File: config.mk
export PLATFORM = sky130hd
export DESIGN_NAME = life_generation_row_stream
export DESIGN_NICKNAME = d
export VERILOG_FILES = /design/src/hdl/lgr_pkg.sv /design/src/hdl/lgr_cell.sv /design/src/hdl/lgr_row.sv /design/src/hdl/lgr_queue.sv /design/src/hdl/life_generation_row_stream.sv
export SDC_FILE = /design/constraint.sdc
export NUM_CORES = 2
export LEC_CHECK = 0
export BUFFER_PORTS_ARGS = -buffer_cell sky130_fd_sc_hd__buf_4
export CELL_PAD_IN_SITES_DETAIL_PLACEMENT = 1
export CELL_PAD_IN_SITES_GLOBAL_PLACEMENT = 1
export CORE_UTILIZATION = 51
export CTS_CLUSTER_DIAMETER = 120
export CTS_CLUSTER_SIZE = 10
export DETAILED_ROUTE_END_ITERATION = 8
export PLACE_DENSITY = 0.79
export SYNTH_ARGS = -nofsm -noshare
export SYNTH_HDL_FRONTEND = slang
export SYNTH_SLANG_ARGS = --single-unit
File: constraint.sdc
create_clock -name clk -period 5.6 [get_ports clk]
set_input_delay 1.12 -clock clk [delete_from_list [all_inputs] [get_ports clk]]
set_output_delay 1.12 -clock clk [all_outputs]
set_load 0.01 [all_outputs]
File: src/hdl/lgr_pkg.sv
// Shared types, constants and helpers for the Life row stream block.
package lgr_pkg;

  localparam int unsigned COLS      = 64;
  localparam int unsigned CFG_W     = 7;
  localparam int unsigned NCOUNT_W  = 4;
  localparam int unsigned QDEPTH    = 4;
  localparam int unsigned QPTR_W    = $clog2(QDEPTH);
  localparam int unsigned QCNT_W    = $clog2(QDEPTH + 1);

  localparam logic [NCOUNT_W-1:0] BIRTH_COUNT   = NCOUNT_W'(3);
  localparam logic [NCOUNT_W-1:0] SURVIVE_COUNT = NCOUNT_W'(2);
  localparam logic [CFG_W-1:0]    COLS_RESET    = CFG_W'(COLS);

  typedef logic [COLS-1:0] row_t;

  typedef struct packed {
    row_t row;
    logic eof;
  } lgr_res_t;

  typedef struct packed {
    logic     push0;
    logic     push1;
    lgr_res_t res0;
    lgr_res_t res1;
  } lgr_push_t;

  function automatic row_t col_mask(input logic [CFG_W-1:0] ncols);
    logic [CFG_W-1:0] n;
    row_t             m;
    n = ncols;
    if (n == '0) begin
      n = CFG_W'(1);
    end
    if (n > CFG_W'(COLS)) begin
      n = CFG_W'(COLS);
    end
    for (int c = 0; c < COLS; c++) begin
      m[c] = (CFG_W'(c) < n);
    end
    return m;
  endfunction

endpackage

File: src/hdl/lgr_cell.sv
// One column lane: neighbour count and B3/S23 rule for a single cell.
module lgr_cell
  import lgr_pkg::*;
(
  input  logic [2:0] up,
  input  logic [2:0] mid,
  input  logic [2:0] down,
  output logic       alive
);

  logic [NCOUNT_W-1:0] ncount;

  always_comb begin
    ncount = NCOUNT_W'(up[0]) + NCOUNT_W'(up[1]) + NCOUNT_W'(up[2])
           + NCOUNT_W'(mid[0]) + NCOUNT_W'(mid[2])
           + NCOUNT_W'(down[0]) + NCOUNT_W'(down[1]) + NCOUNT_W'(down[2]);
    alive = (ncount == BIRTH_COUNT) || ((ncount == SURVIVE_COUNT) && mid[1]);
  end

endmodule

File: src/hdl/lgr_row.sv
// Row of column lanes and merge of their results into one masked row.
module lgr_row
  import lgr_pkg::*;
(
  input  row_t up,
  input  row_t mid,
  input  row_t down,
  input  row_t mask,
  output row_t next
);

  logic [COLS+1:0] up_p;
  logic [COLS+1:0] mid_p;
  logic [COLS+1:0] down_p;
  row_t            lane_alive;

  assign up_p   = {1'b0, up & mask, 1'b0};
  assign mid_p  = {1'b0, mid & mask, 1'b0};
  assign down_p = {1'b0, down & mask, 1'b0};

  for (genvar c = 0; c < COLS; c++) begin : g_lane
    lgr_cell u_cell (
      .up    (up_p[c+2:c]),
      .mid   (mid_p[c+2:c]),
      .down  (down_p[c+2:c]),
      .alive (lane_alive[c])
    );
  end

  assign next = lane_alive & mask;

endmodule

File: src/hdl/lgr_queue.sv
// Result queue taking up to two results per cycle and releasing one.
module lgr_queue
  import lgr_pkg::*;
(
  input  logic              clk,
  input  logic              rst_n,
  input  lgr_push_t         push,
  input  logic              pop,
  output lgr_res_t          head,
  output logic [QCNT_W-1:0] count
);

  lgr_res_t          entry_r [QDEPTH];
  logic [QPTR_W-1:0] wr_ptr_r, wr_ptr_nxt;
  logic [QPTR_W-1:0] rd_ptr_r, rd_ptr_nxt;
  logic [QCNT_W-1:0] count_r, count_nxt;

  always_comb begin
    wr_ptr_nxt = wr_ptr_r + QPTR_W'(push.push0) + QPTR_W'(push.push1);
    rd_ptr_nxt = rd_ptr_r + QPTR_W'(pop);
    count_nxt  = count_r + QCNT_W'(push.push0) + QCNT_W'(push.push1) - QCNT_W'(pop);
  end

  always_ff @(posedge clk) begin
    if (!rst_n) begin
      wr_ptr_r <= '0;
      rd_ptr_r <= '0;
      count_r  <= '0;
    end else begin
      wr_ptr_r <= wr_ptr_nxt;
      rd_ptr_r <= rd_ptr_nxt;
      count_r  <= count_nxt;
    end
  end

  always_ff @(posedge clk) begin
    if (push.push0) begin
      entry_r[wr_ptr_r] <= push.res0;
    end
    if (push.push1) begin
      entry_r[wr_ptr_r + QPTR_W'(1)] <= push.res1;
    end
  end

  assign head  = entry_r[rd_ptr_r];
  assign count = count_r;

  a_count_bound: assert property (@(posedge clk) disable iff (!rst_n)
    count_r <= QCNT_W'(QDEPTH))
    else $error("result queue overfilled");

  a_push_order: assert property (@(posedge clk) disable iff (!rst_n)
    push.push1 |-> push.push0)
    else $error("second result pushed without first");

  a_pop_nonempty: assert property (@(posedge clk) disable iff (!rst_n)
    pop |-> (count_r != '0))
    else $error("pop from empty queue");

endmodule

File: src/hdl/life_generation_row_stream.sv
// Life B3/S23 generation on a row stream: 64 column lanes, two row units, result queue.
// A result is queued when the row that completes it is taken, and offered in queue order.
// Throughput: one row per cycle while the result queue holds at most two entries; a last
// row after a held row yields two results, absorbed by the four-entry result queue.
// Reset (synchronous, rst_n low): held rows and queue cleared, column count set to 64.
module life_generation_row_stream
  import lgr_pkg::*;
(
  input  logic             clk,
  input  logic             rst_n,
  input  logic             cfg_valid,
  output logic             cfg_ready,
  input  logic [CFG_W-1:0] cfg_data,   // [6:0] active_columns
  input  logic             in_tvalid,
  output logic             in_tready,
  input  logic [COLS-1:0]  in_tdata,   // [63:0] row_bits
  input  logic             in_tlast,   // last_row
  output logic             out_tvalid,
  input  logic             out_tready,
  output logic [COLS-1:0]  out_tdata,  // [63:0] next_row
  output logic             out_tlast   // end_of_frame
);

  logic [CFG_W-1:0]  active_columns_r;
  row_t              upper_r, upper_nxt;
  row_t              middle_r, middle_nxt;
  logic              held_r, held_nxt;
  row_t              mask;
  row_t              cur;
  row_t              above_next;
  row_t              bottom_next;
  row_t              bottom_up;
  logic              accept;
  logic              pop;
  lgr_push_t         push;
  lgr_res_t          head;
  logic [QCNT_W-1:0] count;

  assign cfg_ready = 1'b1;
  assign mask      = col_mask(active_columns_r);
  assign cur       = in_tdata & mask;
  assign accept    = in_tvalid && in_tready;
  assign in_tready = (count <= QCNT_W'(QDEPTH - 2));
  assign bottom_up = held_r ? middle_r : upper_r;

  lgr_row u_row_above (
    .up   (upper_r),
    .mid  (middle_r),
    .down (cur),
    .mask (mask),
    .next (above_next)
  );

  lgr_row u_row_bottom (
    .up   (bottom_up),
    .mid  (cur),
    .down ('0),
    .mask (mask),
    .next (bottom_next)
  );

  always_comb begin
    push.res0 = '{row: bottom_next, eof: 1'b1};
    push.res1 = '{row: bottom_next, eof: 1'b1};
    push.push0 = 1'b0;
    push.push1 = 1'b0;
    if (accept) begin
      if (held_r) begin
        push.res0  = '{row: above_next, eof: 1'b0};
        push.push0 = 1'b1;
        push.push1 = in_tlast;
      end else begin
        push.push0 = in_tlast;
      end
    end
  end

  always_comb begin
    upper_nxt  = upper_r;
    middle_nxt = middle_r;
    held_nxt   = held_r;
    if (accept) begin
      if (in_tlast) begin
        upper_nxt  = '0;
        middle_nxt = '0;
        held_nxt   = 1'b0;
      end else begin
        upper_nxt  = held_r ? middle_r : '0;
        middle_nxt = cur;
        held_nxt   = 1'b1;
      end
    end
  end

  always_ff @(posedge clk) begin
    if (!rst_n) begin
      active_columns_r <= COLS_RESET;
      upper_r          <= '0;
      middle_r         <= '0;
      held_r           <= 1'b0;
    end else begin
      if (cfg_valid && cfg_ready) begin
        active_columns_r <= cfg_data;
      end
      upper_r  <= upper_nxt;
      middle_r <= middle_nxt;
      held_r   <= held_nxt;
    end
  end

  assign pop = out_tvalid && out_tready;

  lgr_queue u_queue (
    .clk   (clk),
    .rst_n (rst_n),
    .push  (push),
    .pop   (pop),
    .head  (head),
    .count (count)
  );

  assign out_tvalid = (count != '0);
  assign out_tdata  = head.row;
  assign out_tlast  = head.eof;

  a_frame_end_clears: assert property (@(posedge clk) disable iff (!rst_n)
    (accept && in_tlast) |=> (!held_r && (upper_r == '0) && (middle_r == '0)))
    else $error("held rows not cleared at end of frame");

  a_row_held: assert property (@(posedge clk) disable iff (!rst_n)
    (accept && !in_tlast) |=> held_r)
    else $error("row not held after non-final request");

  a_no_hold_no_above: assert property (@(posedge clk) disable iff (!rst_n)
    !held_r |-> (upper_r == '0))
    else $error("upper row set without a held row");

endmodule

# Word-level counts from Yosys, hierarchy flattened
# Memories as Yosys holds them, arrays and structs flattened. A register that Yosys moved wholly into a read port is not among the register bits.
# Cells that the tools add are included.
[word_totals]
out_inout_bits = 68
inputBits = 77
elab_cells = 1311
register_bits = 143
n_memories = 1
ramBits = 260
mem_bits_ro = 0
latchBits = 0
[mem_list]
columns = ["name", "depth", "width", "rd", "rd_ports_with_merged_regs", "write_ports", "line", "text"]
rows = [
  ["u_queue.entry_r", 4, 65, 1, 1, 2, "lgr_queue.sv:13", "lgr_res_t entry_r [QDEPTH];"],
]
[classes]
n_eq_ne = 256
reduce_logical = 260
mul = 0
n_addsub = 699
n_bitwise = 7
shift = 0
mux = 15
div = 0
magnitude_cmp = 66
[ops]
columns = ["cell", "n"]
rows = [
  ["$add A4 B1 Y4", 565],
  ["$eq A4 B2 Y1 const B", 254],
  ["$and A64 B64 Y64", 7],
  ["$mux W64", 4],
  ["$add A1 B1 Y2", 126],
  ["$lt A6 B7 Y1 const A", 32],
  ["$logic_and A1 B1 Y1", 130],
  ["$logic_or A1 B1 Y1", 128],
  ["$lt A5 B7 Y1 const A", 16],
  ["$mux W67", 1],
  ["$mux W66", 1],
  ["$lt A4 B7 Y1 const A", 8],
  ["$lt A3 B7 Y1 const A", 4],
  ["$lt A1 B7 Y1 const A", 2],
  ["$lt A2 B7 Y1 const A", 2],
  ["$mux W7", 2],
  ["$gt A7 B7 Y1 const B", 1],
  ["$logic_not A7 Y1", 1],
  ["$add A2 B1 Y2", 3],
  ["$add A3 B1 Y3", 2],
  ["$eq A3 B2 Y1 const B", 2],
  ["$mux W1", 6],
  ["$add A2 B1 Y3", 1],
  ["$le A3 B2 Y1 const B", 1],
  ["other kinds (4)", 4],
]

# Longest topological paths before layout
[depth]
word_depth = 22
depth_mapped = 20
mapped_depth_nobuf = 19

# Modules after synthesis
# Synthesis repeated with hierarchy kept, for this count alone.
[hier_totals]
hier_cells = 3933
hier_area_um2 = 44686.6
[by_module_without_submodules]
columns = ["mod", "cells_each", "area_per_inst_um2", "n_inst", "seq_area_each_um2"]
rows = [
  ["lgr_cell at u_row_above.g_lane[0].u_cell ...", 15, 163.9, 124, 0.0],
  ["lgr_queue", 664, 12943.7, 1, 7947.6],
  ["life_generation_row_stream", 831, 7557.2, 1, 2722.6],
  ["lgr_row", 257, 1605.3, 2, 0.0],
  ["lgr_cell at u_row_above.g_lane[31].u_cell ...", 16, 162.7, 4, 0.0],
]

# Least setup slack after synthesis
# Ideal clock, no wire load.
[synth_timing]
kind = "register -> register"
start = "register active_columns_r[6]"
end = "memory u_queue.entry_r[1][35] in the netlist's numbering, data pin"
slack_ps = 950
t_required_ps = 5424
path_stages_with_launch = 19
t_arrival_ps = 4474
setup_ps = 176
path_cell_list = "dfxtp_1 buf_4 buf_2 buf_2 buf_1 a21o_1 and2_1 ha_1 fa_1 inv_1 fa_1 inv_1 fa_1 inv_1 fa_1 a311o_1 a211oi_1 nor2_1 o32ai_1"
[synth_rtl]
columns = ["item", "line", "text"]
rows = [
  ["from (decl)", "life_generation_row_stream.sv:24", "logic [CFG_W-1:0] active_columns_r;"],
  ["from (signal assigned)", "life_generation_row_stream.sv:103", "active_columns_r <= cfg_data;"],
  ["to (decl)", "lgr_queue.sv:13", ""],
]

==> impl_metrics.json <==
{
  "outcome": "finished, final reports clean",
  "clk_pin_slew_ns": 0.06,
  "rsz0062_at_grt": "no",
  "fin_util": 0.571,
  "boundaryPins": 145,
  "routed_wl_um": 126000,
  "finalClockSkew_ns": 0.0272,
  "end_kind": "flop",
  "crit_required_ns": 5.98,
  "rows": 98,
  "layout-drive-gt1-share": 0.114,
  "start_util": 0.519,
  "placement.io_buffers": 143,
  "tritoncts": "done",
  "drtIter0Drc": 2347,
  "syn_nets": 4489,
  "power_leakage_nw": 18.4,
  "syn2layout_area_growth_pct": 10.0,
  "dieHeight_um": 273,
  "die_w_um": 273,
  "coreArea_um2": 72000,
  "ys_ff_latch": 403,
  "wl_per_cell_um": 26.3,
  "internal_power_mw": 6.65,
  "maxCapViolations": 0,
  "yosysTopAreaCellShare": 0.206,
  "worstSetupStartpointType": "flop",
  "p_comb_frac": 0.387,
  "clkLatencyLatePin_ns": 0.61,
  "max-vdd-ir-drop_uv": 371,
  "vias": 30100,
  "fmax_ghz": 0.187,
  "finalCriticalPeriod_ns": 5.36,
  "ys.flop_type": "edfxtp_1",
  "drc": 0,
  "worst-endpoint-arrival_ns": 5.73,
  "crit_type": "reg2reg",
  "dpl-instance-area_um2": 39700,
  "worst-path-max-fanout": 17,
  "numCtsBuffers": 46,
  "relSlewSlack": 0.152,
  "p_per_area_nw_per_um2": 264,
  "power_frac_seq": 0.345,
  "dp_hpwl_um": 91600,
  "synth_cell_type_count": 76,
  "async_flop_share": 0,
  "antenna_found_initial": 4,
  "design_area_um2": 41100,
  "slew_violations": 0,
  "grt_pass1_wl_um": 195000,
  "nNetsFinal": 4596,
  "p_sw_frac": 0.387,
  "grt.overflow.total": 0,
  "tightest_slew_ns": 1.27,
  "p_total_mw": 10.9,
  "synth_area_leaders": "edfxtp_1, fa_1, ha_1, dfxtp_1, inv_1",
  "final_hold_viol_count": 0,
  "yosys_warnings": 0,
  "ant_nets": 0,
  "clockBufferDepth": 3,
  "grt_pass1_vias": 33000,
  "cts_root_buffer": "clkbuf_16",
  "syn_avg_cell_area_um2": 10.0,
  "p_sw_mw": 4.21,
  "h-tree-depth": 2,
  "yosysSeqAreaShare": 0.285,
  "synth_area_leader_cell": "edfxtp_1",
  "gp_congestion": 0.892,
  "clock_sinks": 403,
  "dieArea_um2": 74300,
  "syn-cell-area_um2": 37300,
  "synth_edf_count": 256,
  "syn-instance-count": 3716,
  "hold_class": "reg2reg",
  "grtUsageTotal": 0.345,
  "post_cts_buffers": 0,
  "setup_viol_count_final": 0,
  "finalSetupTns_ns": 0,
  "grt_max_degree": 138,
  "drt-pass1-iter-count": 5,
  "vias_per_cell": 6.25,
  "post-route-period-util": 0.957,
  "p_clk_frac": 0.268
}
## cells in the mapped netlist (all sizes together), types with 10 or more instances
library cell and n:
a2111oi 20, o21a 21, nand3 29, nor2 151
o22ai 140, dfxtp 147, buf 60, o32ai 83
a21o 27, nor3b 22, fa 380, and2 79
ha 316, clkbuf 112, o2111ai 14, o21ai 103
or2 21, mux2 29, nor4 11, o21bai 11
edfxtp 256, or3 10, o211ai 36, mux4 65
nand2 250, nor3 21, nand2b 61, nor2b 167
mux2i 18, a22oi 115, inv 707, a21oi 68
a31oi 43, o31ai 15
## metrics by stage
stage | hold WS (ns) | worst slack, ns | std cells
6_report | 0.469 | 0.243 | 4812
5_1_grt | 0.497 | 0.00790 | 4811
4_1_cts | 0.470 | 0.0922 | 4810
3_5_place_dp | 0.463 | 0.206 | 4725
3_3_place_gp | 0.447 | 0.417 | 4725
2_1_floorplan | 0.432 | 0.950 | 3716
## cell families (layout without fill, tap and decap cells)
group,after synthesis,after routing,share of synthesized area
flops,403,403,0.285
compound gates,750,750,0.140
other cells,1,3,0.000100
mux,112,112,0.0528
simple gates,866,866,0.120
xor+xnor,9,9,0.00211
fa+ha+maj,696,696,0.310
buf+inv,879,1023,0.0911
## power by group through the flow
stage / Sequential (mW) / Combinational (mW) / Clock [mW]
final: 3.75 / 4.20 / 2.91
after global routing: 3.78 / 4.52 / 3.02
after CTS: 3.75 / 4.16 / 2.91
after detailed placement: 3.81 / 4.12 / 0
after global placement: 3.79 / 3.96 / 0
after floorplan: 3.60 / 2.60 / 0
## critical path: stages (launching register included)
cell and delay, ns:
dfxtp_1 0.58, buf_4 0.31, nand2_1 0.21, o21a_1 0.30, nor2b_1 0.37, ha_1 0.32, fa_1 0.51, inv_1 0.05
fa_1 0.44, fa_1 0.42, fa_1 0.41, a2111oi_0 0.59, a21oi_1 0.26, o32ai_1 0.36
## path summary, 6_finish.rpt
check / startpoint / slack [ns] / cells past startpoint / endpoint
worst max-delay path: active_columns_r[5] / 0.24 / 13 / u_queue.entry_r[0][49]
worst min-delay path: u_queue.entry_r[3][0] / 0.47 / 2 / u_queue.entry_r[3][0]
worst max register to register: active_columns_r[5] / 0.24 / 13 / u_queue.entry_r[0][49]
worst min register to register: u_queue.entry_r[3][0] / 0.47 / 2 / u_queue.entry_r[3][0]
## per-layer routing
| layer | global-route usage | wire length [um] |
|---|---|---|
| met5 | 0 | 32 |
| met4 | 0.141 | 5520 |
| met3 | 0.0640 | 10300 |
| met2 | 0.585 | 61300 |
| met1 | 0.435 | 49200 |
## state kept, by name, indices dropped and copies added, names as in the netlist
register / flops
u_queue.entry_r: 260
middle_r: 64
upper_r: 64
active_columns_r: 7
u_queue.count: 3
u_queue.rd_ptr_r: 2
u_queue.wr_ptr_r: 2
held_r: 1
## final cells by class
cell class / instances / area [um2]
Antenna cell: 2 / 5.00
Clock buffer: 83 / 1310
Clock inverter: 2 / 17.5
Fill cell: 7943 / 30900
Inverter: 707 / 2650
Multi-Input combinational cell: 2434 / 23400
Sequential cell: 403 / 10600
Tap cell: 950 / 1190
Timing Repair Buffer: 231 / 1820
## layout by cell type (no fill, tap or decap), types with 27 or more instances in the layout
cell	Yosys	routed
inv_1	706	706
fa_1	380	380
ha_1	316	316
edfxtp_1	256	256
nand2_1	249	238
buf_4	12	224
nor2b_1	167	167
nor2_1	151	148
dfxtp_1	147	143
o22ai_1	140	140
a22oi_1	115	115
o21ai_0	88	87
o32ai_1	83	83
and2_1	73	73
a21oi_1	65	65
mux4_2	65	65
nand2b_1	61	61
clkbuf_16	0	47
a31oi_1	43	42
o211ai_1	36	36
clkbuf_1	111	36
mux2_2	29	29
nand3_1	29	29
a21o_1	27	27
## repair_timing
item                       in CTS  in global routing
setup endpoints to repair       0                  6
resized for setup               0                  4
hold buffers                    0                  0
(Power assumes the default switching activity.)
